$ cat config.mk
export PLATFORM = sky130hd
export DESIGN_NAME = dpb_queue
export DESIGN_NICKNAME = d
export VERILOG_FILES = /design/src/rtl/dpb_queue.sv
export SDC_FILE = /design/constraint.sdc
export NUM_CORES = 1
export LEC_CHECK = 0
export BUFFER_PORTS_ARGS = -buffer_cell sky130_fd_sc_hd__clkbuf_2
export CORE_ASPECT_RATIO = 1.25
export CORE_MARGIN = 4
export CORE_UTILIZATION = 40
export CTS_BUF_LIST = sky130_fd_sc_hd__clkbuf_8
export CTS_CLUSTER_SIZE = 16
export DETAILED_ROUTE_END_ITERATION = 10
export HOLD_SLACK_MARGIN = 0.02
export SYNTH_ARGS = -nofsm -noshare
export SYNTH_HDL_FRONTEND = slang
export SYNTH_SLANG_ARGS = --single-unit
$ cat constraint.sdc
create_clock -name clk -period 1.25 [get_ports clk]
set_input_delay 0.0625 -clock clk [delete_from_list [all_inputs] [get_ports clk]]
set_output_delay 0.0625 -clock clk [all_outputs]
set_load 0.01 [all_outputs]
$ cat src/rtl/dpb_queue.sv
// Short request queue between front and back of the depth pixel back-projection block.
// Register-based, first in first out; no dependencies.
module dpb_queue #(
    parameter int WIDTH = 8,
    parameter int DEPTH = 4
)
(
    input  logic             clk,
    input  logic             rst_n,
    input  logic             push,
    input  logic [WIDTH-1:0] wdata,
    output logic             full,
    input  logic             pop,
    output logic             rvalid,
    output logic [WIDTH-1:0] rdata
);

    localparam int AW = (DEPTH > 1) ? $clog2(DEPTH) : 1;
    localparam int CW = $clog2(DEPTH + 1);

    logic [WIDTH-1:0] entry_reg [DEPTH];
    logic [AW-1:0]    wr_ptr_reg, rd_ptr_reg;
    logic [CW-1:0]    count_reg;

    assign full   = count_reg == CW'(DEPTH);
    assign rvalid = count_reg != '0;
    assign rdata  = entry_reg[rd_ptr_reg];

    // Store a request
    always_ff @(posedge clk)
    begin
        if (push)
        begin
            entry_reg[wr_ptr_reg] <= wdata;
        end
    end

    // Advance pointers and fill count
    always_ff @(posedge clk or negedge rst_n)
    begin
        if (!rst_n)
        begin
            wr_ptr_reg <= '0;
            rd_ptr_reg <= '0;
            count_reg  <= '0;
        end
        else
        begin
            if (push)
            begin
                wr_ptr_reg <= (wr_ptr_reg == AW'(DEPTH - 1)) ? '0 : wr_ptr_reg + AW'(1);
            end
            if (pop)
            begin
                rd_ptr_reg <= (rd_ptr_reg == AW'(DEPTH - 1)) ? '0 : rd_ptr_reg + AW'(1);
            end
            if (push && !pop)
            begin
                count_reg <= count_reg + CW'(1);
            end
            else if (pop && !push)
            begin
                count_reg <= count_reg - CW'(1);
            end
        end
    end

    assert property (@(posedge clk) disable iff (!rst_n) push |-> (!full || pop))
        else $error("queue written while full");
    assert property (@(posedge clk) disable iff (!rst_n) pop |-> rvalid)
        else $error("queue read while empty");
    assert property (@(posedge clk) disable iff (!rst_n)
        (push && !pop) |=> count_reg == $past(count_reg) + CW'(1))
        else $error("queue fill count lost a request");

endmodule

==> reports/results.ini <==
[power_and_ir_drop]
peakVddDrop_v=0.000910
pwr-share-clk=0.181
power_leakage_nw=0.813
sw_frac_of_total=0.289
p_sw_w=0.00122
powerDensity_mw_per_mm2=2030
p_seq_frac=0.436
comb_power_share=0.383
p_int_w=0.00301

[cts]
clkTransAtPathRegs_ns=0.07
numCtsBuffers=5
cts.path.max_buffers=2
root_buffer=clkbuf_8
cts_num_sinks=39
insertion_delay_ns=0.28
htreeDepth=2
cts_tree=done

[routing]
drc=0
dr.pass1.iters=4
routed_wl_mm=2.59
drt_iter0_drc=35
ant_nets=0
vias=844
vias_per_cell=4.59
routedWlPerCell_um=14.1

[sta]
report.final.slew_viol_count=0
slew_headroom=0.880
period_share=1.22
period_minus_slack_ns=1.52
finalHoldViolCount=0
fmax_mhz=657
finalClockSkew_ns=0.00260
setup_viol=11
rsz0062_at_grt=yes
fin_ws_ns=-0.272
worst_pin_slew_ns=0.180

[placement]
dp_cells=166
gp_congestion=0.692
hpwlAfterDp_mm=1.80
placed_area_mm2=0.00187
io_buffers=21

[synthesis]
synth_nets=98
yosysWarningCount=0
synth_top_cell_by_area=edfxtp_1
syn_inst=79
ys_ff_latch=39
syn_area_per_cell_um2=19.9
netlist_area_mm2=0.00157
synth_top_area_frac=0.611
synthTopCellsByArea=edfxtp_1 61%, mux4_2 11%, dfrtp_1 11%
ys_seq_area_frac=0.723
ys_types=18

[floorplanning]
ios=22
start_util=0.415
die_h_um=78.1
core_area_mm2=0.00378
dieWidth_um=64.1
die_area_mm2=0.00500
num_rows=25

[worst_setup_path]
required_ns=1.19
cp.arrival_ns=1.46
critPathMaxFanout=9
ff2ff_path_depth=4
crit_family=multiplexers
cpMaxStageDelayCell=mux4_2
crit_cells=3
path_cells=buf_12, mux4_2, clkbuf_2
critPathKind=flop to primary output
cp-end-kind=primary output
crit_path_max_incr_delay_ns=0.51
critPathLaunchType=flop
crit_buf_inv=2

[global_routing]
grt_pass1_vias=947
grt_pass1_wl_mm=4.49
grt_use_total=0.125
grt-ovfl-total=0
grt_max_degree=12
antenna_found_initial=0

[layout]
fin_area_mm2=0.00208
layout.cells.non_filler=184
area_growth_pct=32.5
layout_common_cells=32 x edfxtp_1, 19 x clkbuf_2, 10 x buf_4
fillers=318
drive_gt1_frac=0.477
n_antenna_cell=0
nNetsFinal=149
mostFrequentLayoutCell=edfxtp_1
largest_reg_flops=32

[flow_run]
max_cap_violations=0

[run_status]
status=finished with violations
violations=negative setup slack

[min_path]
whs_path_depth=3
min_path_type=input port to flop

worst paths after layout:
path / startpoint / end / slack, ns
min: push / wr_ptr_reg[0] / 0.13
max reg2reg: rd_ptr_reg[0] / rd_ptr_reg[1] / -0.08
max in group asynchronous: rst_n / count_reg[0] / 0.93
min reg2reg: count_reg[2] / count_reg[2] / 0.48
max: rd_ptr_reg[0] / rdata[7] / -0.27
min in group asynchronous: rst_n / count_reg[1] / 0.15
kinds of logic after synthesis:
group                      after synthesis  share of synthesized area
DFF                                     39                      0.723
muxes                                   11                      0.136
and+or+nand+nor                         10                     0.0350
buffers and inverters                    7                     0.0223
adders and majority gates                7                     0.0605
xor gates and xnor gates                 3                     0.0167
AOI/OAI and AO/OA                        2                    0.00637
power by group through the flow:
stage,Sequential (W),Clock (W),Combinational (W)
finish,0.00184,0.000767,0.00162
global route,0.00187,0.000872,0.00178
CTS,0.00185,0.000801,0.00161
detailed placement,0.00187,0,0.00151
global placement,0.00185,0,0.00149
floorplan,0.00184,0,0.000894
tightest hold or removal path: cells and delay by family:
family | cells | cell delay [ns]
AOI/OAI and AO/OA | 1 | 0.08
buffers and inverters | 2 | 0.23
timing repair:
item	4_1_cts	5_1_grt
cloned	0	0
setup buffers	2	0
pin swaps	4	2
hold buffers	9	0
endpoints found under the hold margin	39	0
resized for setup	3	9
endpoints found under the setup margin	15	37
synthesized netlist by cell type, drive strengths merged:
library cell	n
and2	4
buf	2
dfrtp	7
edfxtp	32
fa	1
ha	6
inv	5
mux2	3
mux4	8
nand2	1
nand3	1
nor2	2
nor3b	1
o21ai	2
or3	1
xnor2	1
xor2	2
metal layers:
layer,up-vias,global-route usage,wire (µm)
li1,401,-,-
met1,419,0.141,1050
met2,19,0.204,1360
met3,5,0.0501,126
met4,0,0.0583,53
met5,-,0,0
cell type report:
type	instances	area, µm²	area share
clock buffers	5	68.8	0.0331
clock inverters	2	8.76	0.00421
inverters	5	18.8	0.00901
multi-input cells	33	418	0.201
flip-flops and latches	39	1140	0.546
well taps	54	67.6	0.0325
repair buffers	46	364	0.175
metrics by stage:
stage | utilization | TNS (ns) | worst slack (ns) | total power (W) | hold slack, ns
finish | 0.550 | -2.26 | -0.272 | 0.00423 | 0.128
global route | 0.550 | -3.11 | -0.352 | 0.00453 | 0.137
CTS | 0.545 | -2.46 | -0.292 | 0.00426 | 0.116
detailed placement | 0.495 | -0.0158 | -0.0158 | 0.00338 | -0.0887
global placement | 0.495 | 0 | 0.0173 | 0.00334 | -0.0929
floorplan | - | 0 | 0.00356 | 0.00273 | -0.233
(Power assumes the default switching activity.)
