### config.mk
export PLATFORM = sky130hd
export DESIGN_NAME = dpb_regs_flat
export DESIGN_NICKNAME = d
export VERILOG_FILES = /design/src/rtl/dpb_pkg.sv /design/src/rtl/dpb_if.sv /design/src/rtl/dpb_regs.sv /design/src/flat_wrapper.sv
export SDC_FILE = /design/constraint.sdc
export NUM_CORES = 1
export LEC_CHECK = 0
export BUFFER_PORTS_ARGS = -buffer_cell sky130_fd_sc_hd__buf_2
export CELL_PAD_IN_SITES_DETAIL_PLACEMENT = 0
export CELL_PAD_IN_SITES_GLOBAL_PLACEMENT = 1
export CORE_MARGIN = 2
export CORE_UTILIZATION = 40
export DETAILED_ROUTE_END_ITERATION = 7
export PLACE_DENSITY_LB_ADDON = 0.1
export SKIP_CTS_REPAIR_TIMING = 1
export SLEW_MARGIN = 10
export SYNTH_ARGS = -nofsm -noshare
export SYNTH_HDL_FRONTEND = slang
export SYNTH_SLANG_ARGS = --single-unit
### constraint.sdc
create_clock -name clk -period 1 [get_ports clk]
set_clock_uncertainty 0.1 [all_clocks]
set_input_delay 0.1 -clock clk [delete_from_list [all_inputs] [get_ports clk]]
set_output_delay 0.1 -clock clk [all_outputs]
set_load 0.1 [all_outputs]
### src/rtl/dpb_pkg.sv
// Package for the depth pixel back-projection block.
// Holds field widths, register indexes, reset values and the configuration struct.
// No dependencies; every other file but the queue refers to it by scoped names.
package dpb_pkg;

    localparam int DEPTH_W    = 16;
    localparam int COLOR_W    = 8;
    localparam int POINT_W    = 21;
    localparam int INV_W      = 24;
    localparam int INV_HALF_W = 12;
    localparam int WIDTH_W    = 13;
    localparam int CTR_W      = 16;
    localparam int FRAC_W     = 4;
    localparam int IDX_W      = 3;
    localparam int CFG_DATA_W = 24;
    localparam int ROT        = 3;
    localparam int QUEUE_DEPTH = 4;

    // Register indexes on the configuration channel
    localparam logic [IDX_W-1:0] REG_IMAGE_WIDTH = 3'd0;
    localparam logic [IDX_W-1:0] REG_PRINCIPAL_X = 3'd1;
    localparam logic [IDX_W-1:0] REG_PRINCIPAL_Y = 3'd2;
    localparam logic [IDX_W-1:0] REG_INV_FOCAL_X = 3'd3;
    localparam logic [IDX_W-1:0] REG_INV_FOCAL_Y = 3'd4;
    localparam logic [IDX_W-1:0] REG_NEAR_LIMIT  = 3'd5;
    localparam logic [IDX_W-1:0] REG_FAR_LIMIT   = 3'd6;

    // Reset values
    localparam logic [WIDTH_W-1:0] RST_IMAGE_WIDTH = 13'd640;
    localparam logic [CTR_W-1:0]   RST_PRINCIPAL_X = 16'd5120;
    localparam logic [CTR_W-1:0]   RST_PRINCIPAL_Y = 16'd3840;
    localparam logic [INV_W-1:0]   RST_INV_FOCAL   = 24'd31957;
    localparam logic [DEPTH_W-1:0] RST_NEAR_LIMIT  = 16'd1000;
    localparam logic [DEPTH_W-1:0] RST_FAR_LIMIT   = 16'd10000;

    // Saturation bounds of a coordinate, as magnitudes one bit wider than the result
    localparam logic [POINT_W:0] POS_MAX = 22'd1048575;
    localparam logic [POINT_W:0] NEG_MAG = 22'd1048576;

    typedef struct packed {
        logic [WIDTH_W-1:0] image_width;
        logic [CTR_W-1:0]   principal_x;
        logic [CTR_W-1:0]   principal_y;
        logic [INV_W-1:0]   inv_focal_x;
        logic [INV_W-1:0]   inv_focal_y;
        logic [DEPTH_W-1:0] near_limit;
        logic [DEPTH_W-1:0] far_limit;
    } dpb_cfg_t;

    // Width of an offset magnitude: the pixel position with fraction bits, or the center
    function automatic int off_width(input int coord_bits);
        return (coord_bits + FRAC_W > CTR_W) ? coord_bits + FRAC_W : CTR_W;
    endfunction

    // Width of one queued request: two offsets with signs, depth, colors, kept, frame start
    function automatic int item_width(input int coord_bits);
        return 2 * off_width(coord_bits) + 2 + DEPTH_W + 3 * COLOR_W + 2;
    endfunction

    // Undo the stored rotation: rotate right by three
    function automatic logic [DEPTH_W-1:0] decode_depth(input logic [DEPTH_W-1:0] raw);
        return {raw[ROT-1:0], raw[DEPTH_W-1:ROT]};
    endfunction

endpackage

### src/rtl/dpb_if.sv


interface dpb_cfg_if;
    logic                             valid;
    logic                             ready;
    logic [dpb_pkg::IDX_W-1:0]        index;
    logic [dpb_pkg::CFG_DATA_W-1:0]   data;

    modport source (output valid, index, data, input ready);
    modport sink   (input valid, index, data, output ready);
endinterface

### src/rtl/dpb_regs.sv
// Configuration register file of the depth pixel back-projection block.
// Takes writes from the configuration channel; uses dpb_pkg and dpb_if.
module dpb_regs
(
    input  logic              clk,
    input  logic              rst_n,
    dpb_cfg_if.sink           cfg,
    output dpb_pkg::dpb_cfg_t regs
);

    dpb_pkg::dpb_cfg_t regs_reg;
    dpb_pkg::dpb_cfg_t regs_next;

    // Always accept a write request
    assign cfg.ready = 1'b1;
    assign regs      = regs_reg;

    // Decode the register index; drop writes beyond the list
    always_comb
    begin
        regs_next = regs_reg;
        if (cfg.valid)
        begin
            unique case (cfg.index)
                dpb_pkg::REG_IMAGE_WIDTH:
                    regs_next.image_width = cfg.data[dpb_pkg::WIDTH_W-1:0];
                dpb_pkg::REG_PRINCIPAL_X:
                    regs_next.principal_x = cfg.data[dpb_pkg::CTR_W-1:0];
                dpb_pkg::REG_PRINCIPAL_Y:
                    regs_next.principal_y = cfg.data[dpb_pkg::CTR_W-1:0];
                dpb_pkg::REG_INV_FOCAL_X:
                    regs_next.inv_focal_x = cfg.data[dpb_pkg::INV_W-1:0];
                dpb_pkg::REG_INV_FOCAL_Y:
                    regs_next.inv_focal_y = cfg.data[dpb_pkg::INV_W-1:0];
                dpb_pkg::REG_NEAR_LIMIT:
                    regs_next.near_limit = cfg.data[dpb_pkg::DEPTH_W-1:0];
                dpb_pkg::REG_FAR_LIMIT:
                    regs_next.far_limit = cfg.data[dpb_pkg::DEPTH_W-1:0];
                default:
                    regs_next = regs_reg;
            endcase
        end
    end

    always_ff @(posedge clk or negedge rst_n)
    begin
        if (!rst_n)
        begin
            regs_reg.image_width <= dpb_pkg::RST_IMAGE_WIDTH;
            regs_reg.principal_x <= dpb_pkg::RST_PRINCIPAL_X;
            regs_reg.principal_y <= dpb_pkg::RST_PRINCIPAL_Y;
            regs_reg.inv_focal_x <= dpb_pkg::RST_INV_FOCAL;
            regs_reg.inv_focal_y <= dpb_pkg::RST_INV_FOCAL;
            regs_reg.near_limit  <= dpb_pkg::RST_NEAR_LIMIT;
            regs_reg.far_limit   <= dpb_pkg::RST_FAR_LIMIT;
        end
        else
        begin
            regs_reg <= regs_next;
        end
    end

endmodule

### src/flat_wrapper.sv
// flat-port wrapper written by rule: the top's interface ports become plain ports
module dpb_regs_flat 
  (clk, rst_n, regs, cfg_valid, cfg_index, cfg_data, cfg_ready);
  dpb_cfg_if cfg_i ();
  input  logic clk;
  input  logic rst_n;
  output dpb_pkg::dpb_cfg_t regs;
  input wire logic [$bits(cfg_i.valid)-1:0] cfg_valid;
  input wire logic [$bits(cfg_i.index)-1:0] cfg_index;
  input wire logic [$bits(cfg_i.data)-1:0] cfg_data;
  output wire logic [$bits(cfg_i.ready)-1:0] cfg_ready;
  assign cfg_i.valid = cfg_valid;
  assign cfg_i.index = cfg_index;
  assign cfg_i.data = cfg_data;
  assign cfg_ready = cfg_i.ready;
  dpb_regs u_core (.clk(clk), .rst_n(rst_n), .cfg(cfg_i), .regs(regs));
endmodule
==> run metrics <==
final core utilization 0.802; Die H 116 µm; Final ANT Viol Nets 0; drt wl/cell 19.8 µm; Gate power share 0.521; Post-synth top flop dfrtp_1; H-tree levels 4; GP Congestion 0.723; initial antenna violation count 0; Total GRT Usage 0.206; Flop pwr share 0.275; CP Class flip-flop to primary output; DRT Pass-1 Iters 4; Post-Place Cells 605; Final min period 1.42 ns; worst slack, placed -0.417 ns; most frequent cell after synthesis dfrtp_1; Die ar. 0.0134 mm²; Slew Viols, Final 0; period utilization 1.42; FF+latch count, synth around 130; Async S/R FF share, synth 1.00; syn_area_per_cell 18.3 µm²; Top delay family on crit path flip-flops; ant diodes 0; area growth from synthesis to layout 94.8%; max FFs per register 125; Final Non-Filler Cells 684; Mapped Area between 0.004 and 0.005 mm²; RSZ-0062 raised after global routing true; flop-to-flop setup slack -0.08 ns; Synth top area share 0.432; largest area contributor in the netlist dfrtp_1; core area 0.0121 mm²; VDD IR max 1.87 mV; Synth cell types 13; syn_nets 302; Yosys Warn Count 0; Root Driver clkbuf_16; CTS clk-pin slew, worst paths about 0.06 ns; WL final 13.6 mm; largest stage delay on the critical path between 0.6 and 0.7 ns; Post-synth EDFFs 0; failing checks negative setup slack; Req. time, crit path approximately 0.8 ns; switching part of the total 0.433; status finished, violations left; fin worst setup slack -0.418 ns; final hold viol count 0; starting density of the core 0.411; CTS tree built; Psw 13.2 mW; nets 534; Final Total Pwr 30.4 mW; vias in the first global route 3379; drt initial violations 79; # IOs 156; clk sink count 125; DR vias around 3200; die width 116 µm; Clk network pwr share 0.204; Hold WC Path Type primary input to async pin; total CTS buffers 17; CTS max path bufs 2; pwr/cell area 3130 mW/mm²; CP endpoint kind primary output; share of layout cells above drive strength 1 0.944; crit-path max FO 2; largest net degree at the start of global routing 28; # Max-Cap Violations 0; sequential area share after synthesis 0.637; # setup viols final 148; Gate Count Post-Synth roughly 270; synth top area cells dfrtp_1, dfstp_2, mux2_2; worst skew pair latency ~0.40 ns; row count 40; internal power about 17 mW; static leakage power 4.25 nW; Detailed Place HPWL 9.16 mm; CP cell instances buf_12; number of I/O port buffers 154; hold_ws 0.0310 ns; Max Clk Rate approximately 0.71 GHz; synth cell count leaders dfrtp_1, mux2_2, mux2_4; critical path startpoint category flip-flop; first-pass GRT wire length 20.3 mm; Buf/Inv on CP 1; drt drc 0; CP max-delay cell dfstp_4; vias per cell 4.74; Critical Path AT between 1 and 1.5 ns; Congestion Overflow GR 0
==> cells in the final DEF (no fill, tap or decap), drive strengths merged <==
cell | Yosys | final
dlygate4sd3 | 0 | 25
clkbuf | 0 | 23
and4bb | 3 | 3
bufinv | 0 | 3
dfstp | 39 | 39
dfrtp | 86 | 86
nand4b | 3 | 3
mux2 | 125 | 125
buf | 14 | 202
conb | 1 | 1
clkinv | 0 | 5
nor4b | 1 | 1
==> kinds of logic after synthesis <==
logic type,synth area share
buffers and inverters,0.0279
DFF,0.637
muxes,0.313
other,0.000752
and+or+nand+nor,0.0213
==> per-stage QoR <==
step	TNS [ns]	cell area [µm²]
6_report	-37.64	9710
3_3_place_gp	-35.59	8590
4_1_cts	-38.60	9180
2_1_floorplan	-19.21	5570
5_1_grt	-41.04	9710
3_5_place_dp	-38.50	8590
==> final cells by class <==
type | count | area (µm²)
flip-flops and latches | 125 | 3560
fillers | 672 | 2400
repair buffers | 227 | 3500
well taps | 168 | 210
multi-input cells | 133 | 1850
clock inverters | 8 | 115
clock buffers | 23 | 478
==> power groups by stage <==
stage	clock network (mW)	logic [mW]	registers, mW
2_1_floorplan	0	1.55	16.1
4_1_cts	6.29	15.4	8.37
3_5_place_dp	0	15.4	8.42
3_3_place_gp	0	15.2	8.38
5_1_grt	6.51	16.2	8.53
6_report	6.20	15.8	8.37
==> worst paths after layout <==
kind / depth (start not counted) / endpoint / from
max: 1 / regs[43] / u_core.regs[43]$_DFFE_PN1P_
min: 2 / u_core.regs[5]$_DFFE_PN0P_ / rst_n
min reg2reg: 1 / u_core.regs[7]$_DFFE_PN0P_ / u_core.regs[7]$_DFFE_PN0P_
max reg2reg: 2 / u_core.regs[65]$_DFFE_PN0P_ / u_core.regs[65]$_DFFE_PN0P_
min in group clk: 4 / u_core.regs[114]$_DFFE_PN0P_ / cfg_index[0]
max in group asynchronous: 3 / u_core.regs[42]$_DFFE_PN1P_ / rst_n
==> layer usage <==
layer	part of all wire	track usage	vias up
met5	0	0	-
met4	0.013	0.0738	0
met3	0.052	0.0586	18
met2	0.51	0.326	103
met1	0.43	0.273	1685
li1	-	-	1434
Note: power is estimated with default switching activity, not from simulation.
