File: config.mk
export PLATFORM = sky130hd
export DESIGN_NAME = dpb_front_flat
export DESIGN_NICKNAME = d
export VERILOG_FILES = /design/src/rtl/dpb_pkg.sv /design/src/rtl/dpb_if.sv /design/src/rtl/dpb_front.sv /design/src/flat_wrapper.sv
export SDC_FILE = /design/constraint.sdc
export NUM_CORES = 1
export LEC_CHECK = 0
export ABC_AREA = 1
export BUFFER_PORTS_ARGS = -buffer_cell sky130_fd_sc_hd__buf_2
export CORE_UTILIZATION = 50
export DETAILED_ROUTE_END_ITERATION = 12
export GPL_TIMING_DRIVEN = 0
export HOLD_SLACK_MARGIN = 0.05
export PLACE_DENSITY = 0.82
export SYNTH_ARGS = -nofsm -noshare
export SYNTH_HDL_FRONTEND = slang
export SYNTH_SLANG_ARGS = --single-unit
File: constraint.sdc
create_clock -name clk -period 3.6 [get_ports clk]
set_clock_uncertainty 0.05 [all_clocks]
set_input_delay 0.18 -clock clk [delete_from_list [all_inputs] [get_ports clk]]
set_output_delay 0.18 -clock clk [all_outputs]
set_load 0.02 [all_outputs]
File: src/rtl/dpb_pkg.sv
// Package for the depth pixel back-projection block.
// Holds field widths, register indexes, reset values and the configuration struct.
// No dependencies; every other file but the queue refers to it by scoped names.
package dpb_pkg;

    localparam int DEPTH_W    = 16;
    localparam int COLOR_W    = 8;
    localparam int POINT_W    = 21;
    localparam int INV_W      = 24;
    localparam int INV_HALF_W = 12;
    localparam int WIDTH_W    = 13;
    localparam int CTR_W      = 16;
    localparam int FRAC_W     = 4;
    localparam int IDX_W      = 3;
    localparam int CFG_DATA_W = 24;
    localparam int ROT        = 3;
    localparam int QUEUE_DEPTH = 4;

    // Register indexes on the configuration channel
    localparam logic [IDX_W-1:0] REG_IMAGE_WIDTH = 3'd0;
    localparam logic [IDX_W-1:0] REG_PRINCIPAL_X = 3'd1;
    localparam logic [IDX_W-1:0] REG_PRINCIPAL_Y = 3'd2;
    localparam logic [IDX_W-1:0] REG_INV_FOCAL_X = 3'd3;
    localparam logic [IDX_W-1:0] REG_INV_FOCAL_Y = 3'd4;
    localparam logic [IDX_W-1:0] REG_NEAR_LIMIT  = 3'd5;
    localparam logic [IDX_W-1:0] REG_FAR_LIMIT   = 3'd6;

    // Reset values
    localparam logic [WIDTH_W-1:0] RST_IMAGE_WIDTH = 13'd640;
    localparam logic [CTR_W-1:0]   RST_PRINCIPAL_X = 16'd5120;
    localparam logic [CTR_W-1:0]   RST_PRINCIPAL_Y = 16'd3840;
    localparam logic [INV_W-1:0]   RST_INV_FOCAL   = 24'd31957;
    localparam logic [DEPTH_W-1:0] RST_NEAR_LIMIT  = 16'd1000;
    localparam logic [DEPTH_W-1:0] RST_FAR_LIMIT   = 16'd10000;

    // Saturation bounds of a coordinate, as magnitudes one bit wider than the result
    localparam logic [POINT_W:0] POS_MAX = 22'd1048575;
    localparam logic [POINT_W:0] NEG_MAG = 22'd1048576;

    typedef struct packed {
        logic [WIDTH_W-1:0] image_width;
        logic [CTR_W-1:0]   principal_x;
        logic [CTR_W-1:0]   principal_y;
        logic [INV_W-1:0]   inv_focal_x;
        logic [INV_W-1:0]   inv_focal_y;
        logic [DEPTH_W-1:0] near_limit;
        logic [DEPTH_W-1:0] far_limit;
    } dpb_cfg_t;

    // Width of an offset magnitude: the pixel position with fraction bits, or the center
    function automatic int off_width(input int coord_bits);
        return (coord_bits + FRAC_W > CTR_W) ? coord_bits + FRAC_W : CTR_W;
    endfunction

    // Width of one queued request: two offsets with signs, depth, colors, kept, frame start
    function automatic int item_width(input int coord_bits);
        return 2 * off_width(coord_bits) + 2 + DEPTH_W + 3 * COLOR_W + 2;
    endfunction

    // Undo the stored rotation: rotate right by three
    function automatic logic [DEPTH_W-1:0] decode_depth(input logic [DEPTH_W-1:0] raw);
        return {raw[ROT-1:0], raw[DEPTH_W-1:ROT]};
    endfunction

endpackage

File: src/rtl/dpb_if.sv
// Channel interfaces of the depth pixel back-projection block.
// Pixel input, point output and configuration write channels; uses dpb_pkg.
interface dpb_pixel_if;
    logic                          valid;
    logic                          ready;
    logic [dpb_pkg::DEPTH_W-1:0]   depth_raw;
    logic [dpb_pkg::COLOR_W-1:0]   color_ch0;
    logic [dpb_pkg::COLOR_W-1:0]   color_ch1;
    logic [dpb_pkg::COLOR_W-1:0]   color_ch2;
    logic                          frame_start;

    modport source (output valid, depth_raw, color_ch0, color_ch1, color_ch2, frame_start,
                    input ready);
    modport sink   (input valid, depth_raw, color_ch0, color_ch1, color_ch2, frame_start,
                    output ready);
endinterface


File: src/rtl/dpb_front.sv
// Front end of the depth pixel back-projection block: accepts pixels, tracks
// raster position, decodes depth and forms signed offsets. Uses dpb_pkg and dpb_if.
module dpb_front #(
    parameter int COORD_BITS = 12
)
(
    input  logic                                        clk,
    input  logic                                        rst_n,
    dpb_pixel_if.sink                                   pixel,
    input  dpb_pkg::dpb_cfg_t                           cfg,
    input  logic                                        q_full,
    output logic                                        push,
    output logic [dpb_pkg::item_width(COORD_BITS)-1:0]  item
);

    localparam int OFFW = dpb_pkg::off_width(COORD_BITS);
    localparam int WW   = (COORD_BITS + 1 > dpb_pkg::WIDTH_W) ? COORD_BITS + 1
                                                              : dpb_pkg::WIDTH_W;

    logic [COORD_BITS-1:0]        col_reg, col_next;
    logic [COORD_BITS-1:0]        row_reg, row_next;
    logic [COORD_BITS-1:0]        col_cur, row_cur;
    logic [WW-1:0]                width_ext, span, eff_width, col_inc;
    logic                         wrap;
    logic [OFFW:0]                off_x, off_y;
    logic [dpb_pkg::DEPTH_W-1:0]  depth;
    logic                         kept;

    // Signed offset of a pixel position from a center with four fraction bits
    function automatic logic [OFFW:0] offset_of(input logic [COORD_BITS-1:0] pos,
                                                input logic [dpb_pkg::CTR_W-1:0] ctr);
        logic [OFFW-1:0] p16;
        logic [OFFW-1:0] c;
        logic            neg;
        p16 = OFFW'({pos, {dpb_pkg::FRAC_W{1'b0}}});
        c   = OFFW'(ctr);
        neg = p16 < c;
        return neg ? {1'b1, c - p16} : {1'b0, p16 - c};
    endfunction

    assign pixel.ready = !q_full;
    assign push        = pixel.valid && !q_full;

    // Frame start forces row and column zero for this pixel
    assign col_cur = pixel.frame_start ? '0 : col_reg;
    assign row_cur = pixel.frame_start ? '0 : row_reg;

    // Advance the raster position; out-of-range widths act as the full counter span
    always_comb
    begin
        width_ext = WW'(cfg.image_width);
        span      = WW'(1) << COORD_BITS;
        eff_width = (width_ext == '0 || width_ext > span) ? span : width_ext;
        col_inc   = WW'(col_cur) + WW'(1);
        wrap      = col_inc >= eff_width;
        col_next  = wrap ? '0 : col_inc[COORD_BITS-1:0];
        row_next  = wrap ? row_cur + COORD_BITS'(1) : row_cur;
    end

    // Classify the pixel and form the queued request
    always_comb
    begin
        depth = dpb_pkg::decode_depth(pixel.depth_raw);
        kept  = (depth > cfg.near_limit) && (depth < cfg.far_limit);
        off_x = offset_of(col_cur, cfg.principal_x);
        off_y = offset_of(row_cur, cfg.principal_y);
        item  = {off_x[OFFW-1:0], off_x[OFFW], off_y[OFFW-1:0], off_y[OFFW], depth,
                 pixel.color_ch0, pixel.color_ch1, pixel.color_ch2, kept,
                 pixel.frame_start};
    end

    always_ff @(posedge clk or negedge rst_n)
    begin
        if (!rst_n)
        begin
            col_reg <= '0;
            row_reg <= '0;
        end
        else if (push)
        begin
            col_reg <= col_next;
            row_reg <= row_next;
        end
    end

endmodule

File: src/flat_wrapper.sv
// flat-port wrapper written by rule: the top's interface ports become plain ports
module dpb_front_flat 
#(
    parameter int COORD_BITS = 12
)
  (clk, rst_n, cfg, q_full, push, item, pixel_valid, pixel_depth_raw, pixel_color_ch0, pixel_color_ch1, pixel_color_ch2, pixel_frame_start, pixel_ready);
  dpb_pixel_if pixel_i ();
  input  logic clk;
  input  logic rst_n;
  input  dpb_pkg::dpb_cfg_t cfg;
  input  logic q_full;
  output logic push;
  output logic [dpb_pkg::item_width(COORD_BITS)-1:0] item;
  input wire logic [$bits(pixel_i.valid)-1:0] pixel_valid;
  input wire logic [$bits(pixel_i.depth_raw)-1:0] pixel_depth_raw;
  input wire logic [$bits(pixel_i.color_ch0)-1:0] pixel_color_ch0;
  input wire logic [$bits(pixel_i.color_ch1)-1:0] pixel_color_ch1;
  input wire logic [$bits(pixel_i.color_ch2)-1:0] pixel_color_ch2;
  input wire logic [$bits(pixel_i.frame_start)-1:0] pixel_frame_start;
  output wire logic [$bits(pixel_i.ready)-1:0] pixel_ready;
  assign pixel_i.valid = pixel_valid;
  assign pixel_i.depth_raw = pixel_depth_raw;
  assign pixel_i.color_ch0 = pixel_color_ch0;
  assign pixel_i.color_ch1 = pixel_color_ch1;
  assign pixel_i.color_ch2 = pixel_color_ch2;
  assign pixel_i.frame_start = pixel_frame_start;
  assign pixel_ready = pixel_i.ready;
  dpb_front #(.COORD_BITS(COORD_BITS)) u_core (.clk(clk), .rst_n(rst_n), .pixel(pixel_i), .cfg(cfg), .q_full(q_full), .push(push), .item(item));
endmodule
==> results_dict.tcl <==
set metrics [dict create \
    cts_made_buffers 3 \
    postLayoutCellArea_mm2 0.007913 \
    cp_max_fo 10 \
    final_max_slew_viol_count 0 \
    num_vias 7494 \
    cp.arrival_ns 3.44 \
    critPathRequiredTime_ns 3.72 \
    cts_htree_levels 1 \
    p_per_area_mw_per_mm2 184.7 \
    antenna_found_initial 0 \
    start_util 0.5217 \
    place_congestion 0.9451 \
    grt_pass1_vias 6640 \
    hold_class "primary input to register" \
    crit_type "register to register" \
    insertion_delay_ns 0.27 \
    vdd_drop_max_v 0.0001943 \
    fin_crit_ns 3.316 \
    ys_warn_count 0 \
    tns_ns 0 \
    synth.distinct_cells 40 \
    first_pass_iters 7 \
    grt_max_degree 25 \
    routed_wl_mm 18.08 \
    drc 0 \
    layout_common_cells "444 x nand2_1, 224 x inv_1, 174 x buf_2" \
    portBuffers 174 \
    fp.dieH_um 117.7 \
    clock-sinks 24 \
    dp_hpwl_mm 15.63 \
    instances_no_fill 1529 \
    place_ws_ns -0.1976 \
    die_w_um 117.7 \
    fmax_mhz 301.5 \
    track_usage 0.2555 \
    slowest_delay_ns 0.40 \
    avgSynthCellArea_um2 5.679 \
    cts_tree "yes" \
    cts_root_buf "clkbuf_16" \
    ys_seq_elements 24 \
    die_area_mm2 0.01385 \
    worst_slack_ns 0.2838 \
    drive_gt1_frac 0.2071 \
    clk_pin_slew_worst_paths_ns 0.07 \
    core_mm2 0.01282 \
    area_growth_pct 18.27 \
    wl_per_cell_um 11.82 \
    crit_slowest_cell "nand3_1" \
    diodes 0 \
    grt_setup_unrepaired "false" \
    final_common_cell "nand2_1" \
    drtAntennaViolNets 0 \
    end_kind "register" \
    cts_buffer_depth 2 \
    setup_viol 0 \
    rows 41 \
    dr.first_iter.drc_count 324 \
    synthCells 1178 \
    hold_violations 0 \
    cp-start-kind "register" \
    syn-num-nets 1444 \
    worst_slew_pin_slew_ns 0.5780 \
    fin_crit_sh 0.9212 \
    post_dp_cell_area_mm2 0.007776 \
    crit_family "simple AND/OR/NAND/NOR gates" \
    outcome "complete, no violations" \
    grt_pass1_wl_mm 29.57 \
    pin_count 248 \
    slew_headroom 0.6147 \
    total_power_mw 1.462 \
    crit_top_cell "nand2_1" \
    crit_chain "nand2_1, inv_1, ha_1, nand2_1, nor2_4, nand3_1, nor4b_2, ha_1, nand2_1, inv_1, nand2_1, nand2_1, a21oi_2, nand3_1, o21ai_0" \
    synth-seq-area-share 0.08977 \
    worst-path-buf-inv 2 \
    syn-cell-area_mm2 0.006690 \
    leakagePower_nw 5.033 \
    via_per_inst 4.901 \
    layout.nets 1624 \
    placed_cells 1524 \
    maxCapViolations 0 \
    grt.overflow.total 0 \
]
-- per-stage QoR --
step,util,hold WS [ns]
after detailed placement,0.6063,0.1514
after CTS,0.6155,0.3736
final,0.6170,0.3818
after floorplan,-,-0.1656
after global routing,0.6170,0.3934
after global placement,0.6063,0.1451
-- kinds of logic (layout without fill, tap and decap cells) --
logic type / after synthesis / after routing / share of synthesized area
flops: 24 / 24 / 0.08977
fa+ha+maj: 96 / 96 / 0.1818
simple gates: 656 / 656 / 0.4197
buf+inv: 297 / 476 / 0.2035
xor+xnor: 29 / 29 / 0.03796
compound gates: 76 / 76 / 0.06733
-- layer usage --
layer  vias to the layer above  global-route usage  part of all wire
met5                         -                   0                 0
li1                       3929                   -                 -
met3                        28             0.02083             0.064
met2                       285              0.4577              0.48
met4                         0             0.08814             0.025
met1                      3252              0.3187              0.43
-- Yosys cell counts (all sizes together) --
library cell | instances | area, µm²
a21o | 2 | 15.01
nand3 | 68 | 340.3
nand4 | 31 | 193.9
ha | 94 | 1176
o22ai | 6 | 37.54
o211ai | 1 | 7.510
o21bai | 3 | 22.52
dfrtp | 24 | 600.6
xor2 | 22 | 192.7
o21ai | 15 | 78.82
and2 | 8 | 50.05
nor2 | 79 | 356.6
and3 | 2 | 12.51
clkbuf | 6 | 25.02
xnor2 | 7 | 61.31
or2 | 2 | 12.51
buf | 58 | 461.7
inv | 233 | 874.6
o21a | 4 | 30.03
a21oi | 45 | 259.0
fa | 2 | 40.04
nor3 | 8 | 65.06
nand2 | 453 | 1735
nor3b | 1 | 12.51
nor4b | 1 | 8.760
nand3b | 1 | 7.510
nor4 | 2 | 12.51
-- where the power goes --
part	switching (mW)	internal (mW)
sequential	0.00914	0.283
clock	0.104	0.221
combinational	0.520	0.324
total	0.633	0.829
-- final timing paths --
path,start,end,slack [ns],depth (start not counted)
hold reg to reg,u_core.col_reg[1]$_DFFE_PN0P_,u_core.col_reg[1]$_DFFE_PN0P_,0.45,2
setup / recovery,u_core.col_reg[1]$_DFFE_PN0P_,u_core.col_reg[8]$_DFFE_PN0P_,0.28,15
setup reg to reg,u_core.col_reg[1]$_DFFE_PN0P_,u_core.col_reg[8]$_DFFE_PN0P_,0.28,15
hold / removal,pixel_frame_start,u_core.row_reg[0]$_DFFE_PN0P_,0.38,4
min in group asynchronous,rst_n,u_core.row_reg[10]$_DFFE_PN0P_,0.39,2
max in group asynchronous,rst_n,u_core.col_reg[4]$_DFFE_PN0P_,2.72,2
-- area by class of cell --
class / count / area [µm²]
fill: 1288 / 4912
multi-input combinational: 857 / 4750
timing repair buffer: 175 / 880.8
inverter: 233 / 874.6
sequential: 24 / 600.6
buffer: 64 / 486.7
tap: 172 / 215.2
clock buffer: 3 / 75.07
clock inverter: 1 / 30.03
-- worst min-delay path, cell delays in order --
cell and delay [ns]:
buf_6 0.12, buf_6 0.18, o211ai_1 0.11, nand2_1 0.07
-- repair_timing --
| item | 4_1_cts | 5_1_grt |
|---|---|---|
| buffers inserted | 0 | 0 |
| hold buffers | 1 | 0 |
| gates cloned | 0 | 0 |
| resized for setup | 1 | 4 |
| hold endpoints to repair | 24 | 0 |
| setup endpoints to repair | 23 | 24 |
Power figures use the tool's default switching activity.
